## config.mk

```make
export PLATFORM = sky130hd
export DESIGN_NAME = consecutive_candle_detector_unit
export DESIGN_NICKNAME = d
export VERILOG_FILES = /design/src/rtl/ccd_pkg.sv /design/src/rtl/ccd_classify.sv /design/src/rtl/consecutive_candle_detector_unit.sv
export SDC_FILE = /design/constraint.sdc
export NUM_CORES = 2
export LEC_CHECK = 0
export ABC_AREA = 1
export BUFFER_PORTS_ARGS = -buffer_cell sky130_fd_sc_hd__buf_2
export CORE_MARGIN = 2
export CORE_UTILIZATION = 50
export CTS_BUF_LIST = sky130_fd_sc_hd__clkbuf_16
export CTS_CLUSTER_SIZE = 25
export DETAILED_ROUTE_END_ITERATION = 12
export PLACE_DENSITY = 0.66
export SYNTH_ARGS = -nofsm -noshare
export SYNTH_HDL_FRONTEND = slang
export SYNTH_SLANG_ARGS = --single-unit
```

## constraint.sdc

```tcl
create_clock -name clk -period 7.7 [get_ports clk]
set_input_delay 1.54 -clock clk [delete_from_list [all_inputs] [get_ports clk]]
set_output_delay 1.54 -clock clk [all_outputs]
set_load 0.05 [all_outputs]
```

## src/rtl/ccd_pkg.sv

```systemverilog
// shared types, constants and helper functions for the candle detector
`default_nettype none

package ccd_pkg;

    localparam int MAX_PERIOD      = 64;
    localparam int WINDOW_HARD_MAX = 126;

    localparam int PRICE_W = 32;
    localparam int THR_W   = 14;
    localparam int WIN_W   = 7;
    localparam int CNT_W   = 7;
    localparam int SIG_W   = 2;
    localparam int CFG_W   = 14;

    // price scale: the threshold is in hundredths of a percent
    localparam logic [THR_W-1:0] SCALE = THR_W'(10000);

    localparam logic [CNT_W-1:0] COUNT_MAX = {CNT_W{1'b1}};

    // register indexes on the config port
    localparam logic REG_THRESHOLD = 1'b0;
    localparam logic REG_WINDOW    = 1'b1;

    // result codes
    localparam logic [SIG_W-1:0] SIG_NONE = 2'b00;
    localparam logic [SIG_W-1:0] SIG_BULL = 2'b01;
    localparam logic [SIG_W-1:0] SIG_BEAR = 2'b11;

    // bar colour from the classifier stage
    typedef struct packed {
        logic bull;
        logic bear;
    } bar_class_t;

    function automatic logic [CNT_W-1:0] sat_inc(input logic [CNT_W-1:0] v);
        sat_inc = (v == COUNT_MAX) ? COUNT_MAX : v + CNT_W'(1);
    endfunction

    // zero means one, then clip to the period limit and to what the counter can exceed
    function automatic logic [CNT_W-1:0] eff_window(input logic [WIN_W-1:0] w);
        int unsigned wv;
        wv = int'(w);
        if (wv == 0)
            wv = 1;
        if (wv > MAX_PERIOD)
            wv = MAX_PERIOD;
        if (wv > WINDOW_HARD_MAX)
            wv = WINDOW_HARD_MAX;
        eff_window = CNT_W'(wv);
    endfunction

endpackage

`default_nettype wire

```

## src/rtl/ccd_classify.sv

```systemverilog
// bar classifier: registered price products, then the bull and bear compares
`default_nettype none

module ccd_classify (
    input  wire logic                        clk,
    input  wire logic                        load,
    input  wire logic [ccd_pkg::PRICE_W-1:0] open_price,
    input  wire logic [ccd_pkg::PRICE_W-1:0] close_price,
    input  wire logic [ccd_pkg::THR_W-1:0]   change_threshold,
    output ccd_pkg::bar_class_t              bar_class
);
    import ccd_pkg::*;

    localparam int LHS_W  = PRICE_W + THR_W;       // close * scale
    localparam int FAC_W  = THR_W + 1;             // scale +/- threshold
    localparam int BULL_W = PRICE_W + FAC_W;
    localparam int BEAR_W = PRICE_W + 1 + FAC_W;   // signed product

    logic        [FAC_W-1:0]  bull_fac;
    logic signed [FAC_W-1:0]  bear_fac;
    logic        [LHS_W-1:0]  lhs_next;
    logic        [BULL_W-1:0] bull_next;
    logic signed [BEAR_W-1:0] bear_next;

    logic        [LHS_W-1:0]  lhs_reg;
    logic        [BULL_W-1:0] bull_reg;
    logic signed [BEAR_W-1:0] bear_reg;

    always_comb
    begin
        bull_fac  = {1'b0, SCALE} + {1'b0, change_threshold};
        // goes negative for thresholds above the scale, so nothing is bearish
        bear_fac  = $signed({1'b0, SCALE}) - $signed({1'b0, change_threshold});
        lhs_next  = LHS_W'(close_price) * LHS_W'(SCALE);
        bull_next = BULL_W'(open_price) * BULL_W'(bull_fac);
        bear_next = $signed({1'b0, open_price}) * bear_fac;
    end

    always_ff @(posedge clk)
    begin
        if (load)
        begin
            lhs_reg  <= lhs_next;
            bull_reg <= bull_next;
            bear_reg <= bear_next;
        end
    end

    always_comb
    begin
        bar_class.bear = $signed({2'b00, lhs_reg}) < bear_reg;
        bar_class.bull = !bar_class.bear && ({1'b0, lhs_reg} > bull_reg);
    end

endmodule

`default_nettype wire

```

## src/rtl/consecutive_candle_detector_unit.sv

```systemverilog
// top level of the consecutive candle detector: handshake, run counters, signal
`default_nettype none

// channel   | direction | payload
// ----------+-----------+---------------------------------------------------
// s_*       | in        | tdata: open_price[31:0], close_price[63:32];
//           |           | tuser: series_start
// m_*       | out       | tdata: candle_signal[1:0] (signed), zeros above
// cfg_*     | in        | index 0 change_threshold, index 1 window_length
//
// one bar per cycle when the output side keeps up:
// the first stage holds the three price products, the second compares
// them, updates the runs and lands the signal in the output register.
// the run state lives in the second stage only, so nothing waits on it.
// reset clears the valids, runs and config (threshold 0, window 3).
// a stall on m_tready fills the output, then the product stage, then drops s_tready.

module consecutive_candle_detector_unit (
    input  wire logic                       clk,
    input  wire logic                       rst_n,
    // bar input
    input  wire logic                       s_tvalid,
    output logic                            s_tready,
    input  wire logic [63:0]                s_tdata,   // open_price, close_price
    input  wire logic                       s_tuser,   // series_start
    // signal output
    output logic                            m_tvalid,
    input  wire logic                       m_tready,
    output logic [7:0]                      m_tdata,   // candle_signal, pad
    // config writes
    input  wire logic                       cfg_we,
    input  wire logic                       cfg_index,
    input  wire logic [ccd_pkg::CFG_W-1:0]  cfg_data
);
    import ccd_pkg::*;

    // config registers
    logic [THR_W-1:0] threshold_reg;
    logic [WIN_W-1:0] window_reg;

    // pipeline control
    logic s1_valid_reg;
    logic s1_start_reg;
    logic out_valid_reg;
    logic out_en;
    logic s1_en;
    logic s2_fire;

    // run state
    logic [CNT_W-1:0] bull_run_reg;
    logic [CNT_W-1:0] bear_run_reg;
    logic [CNT_W-1:0] bars_seen_reg;
    logic [CNT_W-1:0] bull_run_next;
    logic [CNT_W-1:0] bear_run_next;
    logic [CNT_W-1:0] bars_seen_next;
    logic [CNT_W-1:0] bull_base;
    logic [CNT_W-1:0] bear_base;
    logic [CNT_W-1:0] bars_base;
    logic [CNT_W-1:0] win;

    logic [SIG_W-1:0] sig_next;
    logic [SIG_W-1:0] sig_reg;

    bar_class_t bar_class;

    // output register frees when empty or taken; product stage frees when it moves on
    assign out_en   = !out_valid_reg || m_tready;
    assign s1_en    = !s1_valid_reg || out_en;
    assign s_tready = s1_en;
    assign s2_fire  = s1_valid_reg && out_en;

    assign m_tvalid = out_valid_reg;
    assign m_tdata  = {{(8 - SIG_W){1'b0}}, sig_reg};

    // config port; the user must write it only while idle, the block does not enforce it
    always_ff @(posedge clk or negedge rst_n)
    begin
        if (!rst_n)
        begin
            threshold_reg <= '0;
            window_reg    <= WIN_W'(3);
        end
        else if (cfg_we)
        begin
            case (cfg_index)
                REG_THRESHOLD: threshold_reg <= cfg_data[THR_W-1:0];
                REG_WINDOW:    window_reg    <= cfg_data[WIN_W-1:0];
                default:       ;
            endcase
        end
    end

    // stage one: price products
    ccd_classify u_classify (
        .clk              (clk),
        .load             (s1_en),
        .open_price       (s_tdata[31:0]),
        .close_price      (s_tdata[63:32]),
        .change_threshold (threshold_reg),
        .bar_class        (bar_class)
    );

    always_ff @(posedge clk or negedge rst_n)
    begin
        if (!rst_n)
            s1_valid_reg <= 1'b0;
        else if (s1_en)
            s1_valid_reg <= s_tvalid;
    end

    always_ff @(posedge clk)
    begin
        if (s1_en)
            s1_start_reg <= s_tuser;
    end

    // stage two: run update and signal
    always_comb
    begin
        win       = eff_window(window_reg);
        // series start clears the runs before this bar counts
        bull_base = s1_start_reg ? '0 : bull_run_reg;
        bear_base = s1_start_reg ? '0 : bear_run_reg;
        bars_base = s1_start_reg ? '0 : bars_seen_reg;

        if (bar_class.bear)
        begin
            bear_run_next = sat_inc(bear_base);
            bull_run_next = '0;
        end
        else if (bar_class.bull)
        begin
            bull_run_next = sat_inc(bull_base);
            bear_run_next = '0;
        end
        else
        begin
            // neutral bar breaks both runs
            bull_run_next = '0;
            bear_run_next = '0;
        end
        bars_seen_next = sat_inc(bars_base);

        // warm-up: stay quiet until more than a window of bars is in
        sig_next = SIG_NONE;
        if (bars_seen_next > win)
        begin
            if (bull_run_next >= win)
                sig_next = SIG_BULL;
            else if (bear_run_next >= win)
                sig_next = SIG_BEAR;
        end
    end

    always_ff @(posedge clk or negedge rst_n)
    begin
        if (!rst_n)
        begin
            bull_run_reg  <= '0;
            bear_run_reg  <= '0;
            bars_seen_reg <= '0;
        end
        else if (s2_fire)
        begin
            bull_run_reg  <= bull_run_next;
            bear_run_reg  <= bear_run_next;
            bars_seen_reg <= bars_seen_next;
        end
    end

    // output register
    always_ff @(posedge clk or negedge rst_n)
    begin
        if (!rst_n)
            out_valid_reg <= 1'b0;
        else if (out_en)
            out_valid_reg <= s1_valid_reg;
    end

    always_ff @(posedge clk)
    begin
        if (s2_fire)
            sig_reg <= sig_next;
    end

endmodule

`default_nettype wire

```

## Word-level counts from Yosys, hierarchy flattened

Index checks and enable logic that the tools add are counted.

- Memories kept: 0
- Flip-flop bits (word level): 184
- Latch bits: 0
- Memory bits (read-only): 0
- Word-level logic and storage cells: 58
- Bits in writable memories: 0

- Shift operators: 0
- Bitwise logic cells: 2
- Divide/modulo/power cells: 0
- Magnitude comparators: 7
- Add/subtract/negate cells: 5
- Equal/unequal tests: 3
- Reductions and logical operators: 11
- Mux-type cells: 14
- $mul: 3

Operators with widths:

| kind | count |
|---|---|
| 7-bit two-way mux | 12 |
| 32-bit by 7-bit greater-than comparator with 1-bit output (second input constant) | 2 |
| 47-bit by 48-bit less-than comparator with 1-bit output | 1 |
| 33-bit by 15-bit multiplier with 48-bit output | 1 |
| 46-bit by 47-bit greater-than comparator with 1-bit output | 1 |
| 32-bit by 15-bit multiplier with 47-bit output | 1 |
| 32-bit by 10-bit multiplier with 42-bit output (second input constant) | 1 |
| 7-bit by 1-bit adder with 7-bit output (second input constant) | 3 |
| 7-bit equality test (second input constant) | 3 |
| 14-bit by 14-bit adder with 15-bit output (first input constant) | 1 |
| 14-bit by 14-bit subtractor with 15-bit output (first input constant) | 1 |
| 7-bit greater-or-equal comparator | 2 |
| 7-bit greater-than comparator | 1 |
| 7-bit zero test | 1 |
| 2-bit AND reduction | 2 |
| 1-bit zero test | 3 |
| 1-bit logical AND | 2 |
| 1-bit logical OR | 2 |
| 2-bit two-way mux | 1 |
| 1-bit NOT | 2 |
| 2-bit OR reduction | 1 |
| 1-bit two-way mux | 1 |

## Depth between registers and ports, before layout

- Word-level depth: 9
- Depth in mapped cells: 38
- Gate-level depth less buffers: 35

## Cells and area by module

A second synthesis with hierarchy kept.

- Cells, all modules: 6083
- Area, all modules: 47449.3 um^2

By module, submodules not included:

| module | cells an instance | instances | seq. area each (um^2) | area an instance (um^2) |
|---|---|---|---|---|
| ccd_classify | 5691 | 1 | 4083.9 | 44447.6 |
| consecutive_candle_detector_unit | 392 | 1 | 1193.6 | 3001.6 |

## Worst setup path after synthesis

Ideal clock, no wire load.

- Path type: input -> register
- From: input s_tdata[1]
- To: register u_classify.bear_reg[35] (data pin)
- Setup time: 0.261 ns
- Arrival: 6.651 ns
- Data required time: 7.439 ns
- Cell stages on the path: 21
- Setup slack: 0.788 ns
- Cells stage by stage: clkbuf_1 -> clkbuf_1 -> nand2_1 -> fa_1 -> fa_1 -> inv_1 -> fa_1 -> fa_1 -> fa_1 -> inv_1 -> fa_1 -> inv_1 -> ha_1 -> nand2_1 -> inv_1 -> a21oi_1 -> o21ai_0 -> o21bai_1 -> nand3_1 -> nand2_1 -> xor2_1

- Word-level cells in the longest chain between the ends: 1

RTL lines:

| what | RTL line | text |
|---|---|---|
| start: declaration | consecutive_candle_detector_unit.sv:24 | `input wire logic [63:0] s_tdata,` |
| 33-bit by 15-bit multiplier with 48-bit output | ccd_classify.sv:36 | `bear_next = $signed({1'b0, open_price}) * bear_fac;` |
| net u_classify.bear_next[35] | ccd_classify.sv:23 | `logic signed [BEAR_W-1:0] bear_next;` |
| end signal: assignment | ccd_classify.sv:45 | `bear_reg <= bear_next;` |
| end: declaration | ccd_classify.sv:27 | `logic signed [BEAR_W-1:0] bear_reg;` |

The timed path passes the listed nets, and every way through them passes these cells.
A chain may end at the register's enable or synchronous reset.

## Final worst setup path

- From: register threshold_reg[1]
- To: register u_classify.bear_reg[40] (data pin)

- Word-level cells in the longest chain between the ends: 2

RTL lines:

| what | RTL line | text |
|---|---|---|
| start: declaration | consecutive_candle_detector_unit.sv:38 | `logic [THR_W-1:0] threshold_reg;` |
| start signal: assignment | consecutive_candle_detector_unit.sv:86 | `REG_THRESHOLD: threshold_reg <= cfg_data[THR_W-1:0];` |
| 14-bit by 14-bit subtractor with 15-bit output | ccd_classify.sv:33 | `bear_fac = $signed({1'b0, SCALE}) - $signed({1'b0, change_threshold});` |
| 33-bit by 15-bit multiplier with 48-bit output | ccd_classify.sv:36 |  |
| net u_classify.bear_next[40] | ccd_classify.sv:23 |  |

The timed path passes the listed nets, and every way through them passes these cells.

==> results by group <==
Outcome
  • Status: finished clean

GRT
  • Tot GR Track Use: 31.4%
  • Initial antenna violation count: 3
  • Vias in the first global route: 39,800
  • Global-route wire length before repair: 232,000 um
  • Largest net degree at the start of global routing: 76
  • Final global-route overflow total: 0

Finish
  • Share of layout cells above drive strength 1: 7.03%
  • Non-filler cells, final: 7,332
  • Commonest non-fill, non-tap cell in the layout: inv_1
  • # nets final: 7,497
  • Max reg flops: 48
  • Layout area overhead: 7.83%
  • Antenna Cells: 0
  • Most frequent cells in the layout: inv_1, nand2_1, fa_1, nor2_1, ha_1

Timing
  • Worst Skew: 0.0203 ns
  • Final TNS setup: 0 ns
  • Setup Viol. Count Final: 0
  • Final Slew Violations: 0
  • Fmax achieved: 135 MHz
  • Relative max-transition margin: 29.4%
  • Tcrit/Tclk final: 95.9%
  • Worst slew pin tran: 1.06 ns
  • Hold Slack: 0.486 ns
  • Final hold vios: 0
  • Fin crit period: 7.38 ns

Placed design
  • Placed Cells: 7,298
  • Final HPWL DP: 127,000 um
  • Port buffer count: 88
  • RePlAce Congestion: 1.01

Die
  • Full die area: 96,600 um^2
  • I/O pin count: 95
  • Initial Util: 50.5%
  • Die Span Y: 311 um
  • FP Rows: 112
  • Core area: 93,300 um^2
  • Die X: 311 um

Logic synthesis
  • Synth unique cells: 55
  • XOR/XNOR Fraction of Synth Area: 2.06%
  • Post-Syn Instances: 5,908
  • Synth area leader: fa_1
  • Post-Synth Adder-Cell Area: 49.5%
  • Number of synthesized flops with an enable pin: 139
  • Register area share after synthesis: 11.2%
  • Compound-gate portion of the synthesized area: 5.08%
  • Ys async rst share: 24.0%
  • Main flop type after synthesis: edfxtp_1
  • Synthesized flop and latch total: 183
  • Synthesized cell area: 47,100 um^2
  • Area share of and/or/nand/nor cells after synthesis: 18.4%
  • Mux cell area share after synthesis: 0%
  • Post-synth top area share: 36.6%
  • Avg Inst Size Synth: 7.97 um^2
  • Largest family of logic cells by synthesized area: adder cells
  • Ranking of synthesized cells by area: fa_1, ha_1, inv_1
  • Synth warnings: 0

Setup path
  • Largest delay share family, worst path: adder cells
  • Crit path DAT: 7.68 ns
  • CP Buf/Inv Count: 9
  • Critical path required time: 8.00 ns
  • Critical Path Fanout Max: 19
  • Max stage delay on crit path: 0.57 ns
  • Most used cell, CP: fa_1
  • Startpoint types: flop
  • CP Class: reg2reg
  • Critical Path Sink Type: flop
  • Slowest-stage cell, CP: fa_1

Drt
  • Antenna Violating Nets Remaining: 0
  • Initial DRC count: 3,437
  • Via/cell ratio: 5.28
  • Final wirelength: 147,000 um
  • Total number of vias: 38,700
  • # DRC: 0
  • Wire length per cell: 20.0 um
  • First-pass iteration count of the detailed router: 6

Clock network
  • Clock sinks: 183
  • Num CTS Buffers: 17
  • CTS tree: yes
  • Hold_buf cts: 0
  • Worst-Skew Late Latency: 0.48 ns
  • Clock Tree Root: clkbuf_16
  • H-tree depth: 4
  • Largest buffer count on any clock path: 2
  • Worst-path clk slew: 0.08 ns

Worst hold path
  • HP Class: reg2reg

Flow run
  • Max cap viols: 0
[stage by stage]
step / cell area [um^2] / util [%] / setup WS [ns]
final: 50800 / 54.4 / 0.318
after global routing: 50800 / 54.4 / -0.00415
after CTS: 50700 / 54.3 / 0.0570
after detailed placement: 50100 / 53.7 / -0.00535
after global placement: 50100 / 53.7 / -0.0866
after floorplan: 47100 / - / 0.788
[per-layer routing]
layer  global-route usage, %  share of wire [%]  vias up
met5                       0                  0        -
met4                    11.9                4.5        0
met3                    5.94                8.9      287
met2                    48.1                 44     1613
met1                    44.2                 43    19000
li1                        -                  -    17800
[timing repair]
action                     4_1_cts  5_1_grt
setup endpoints to repair        0       25
resized for setup                0       24
buffers inserted                 0        2
[cell usage after synthesis, types with 10 or more instances]
cell / n
o21a_1: 12
edfxtp_1: 139
inv_1: 1502
nor2_2: 32
ha_1: 487
xnor2_1: 24
nor2_1: 545
nand2_2: 22
fa_1: 860
nand2_1: 1320
buf_4: 13
buf_2: 27
nand4_1: 39
clkbuf_1: 114
xor2_1: 87
a31oi_1: 15
o21bai_1: 28
a21o_1: 23
nand3_1: 113
clkinv_1: 10
inv_2: 14
dfrtp_1: 42
a21boi_0: 10
nor3_1: 38
a21oi_1: 205
o21ai_0: 114
[worst reg2reg max path, delay by kind of cell, from the launching register on]
kind	cells	cell delay [ns]
buffers and inverters	9	1.39
AND/OR/NAND/NOR	12	1.69
AO/OA/AOI/OAI	1	0.15
adder cells (fa/ha/maj)	7	3.35
flip-flops	1	0.41
XOR/XNOR	1	0.23
[path summary, 6_finish.rpt]
check	start	end	slack [ns]	cells after the start
min in group asynchronous	rst_n	threshold_reg[9]	1.23	1
worst max register to register	threshold_reg[1]	u_classify.bear_reg[40]	0.32	30
worst max-delay path	threshold_reg[1]	u_classify.bear_reg[40]	0.32	30
worst min-delay path	bull_run_reg[5]	bull_run_reg[5]	0.49	2
max in group asynchronous	rst_n	bull_run_reg[0]	5.79	1
worst min register to register	bull_run_reg[5]	bull_run_reg[5]	0.49	2
[final cells by class]
| type | count | area, um^2 |
|---|---|---|
| fillers | 8992 | 42600 |
| clock inverters | 15 | 124 |
| repair buffers | 296 | 2230 |
| well taps | 1254 | 1570 |
| clock buffers | 17 | 425 |
| multi-input cells | 4040 | 35400 |
| inverters | 1527 | 5740 |
| flip-flops and latches | 183 | 5280 |
[kinds of logic after synthesis]
family | after synthesis
simple gates | 2150
fa+ha+maj | 1347
flops | 183
other cells | 1
compound gates | 426
buf+inv | 1690
xor+xnor | 111
Power is left out: the tool's default activity adds up to more than one toggle a clock period on the data nets, which glitch-free logic cannot reach.
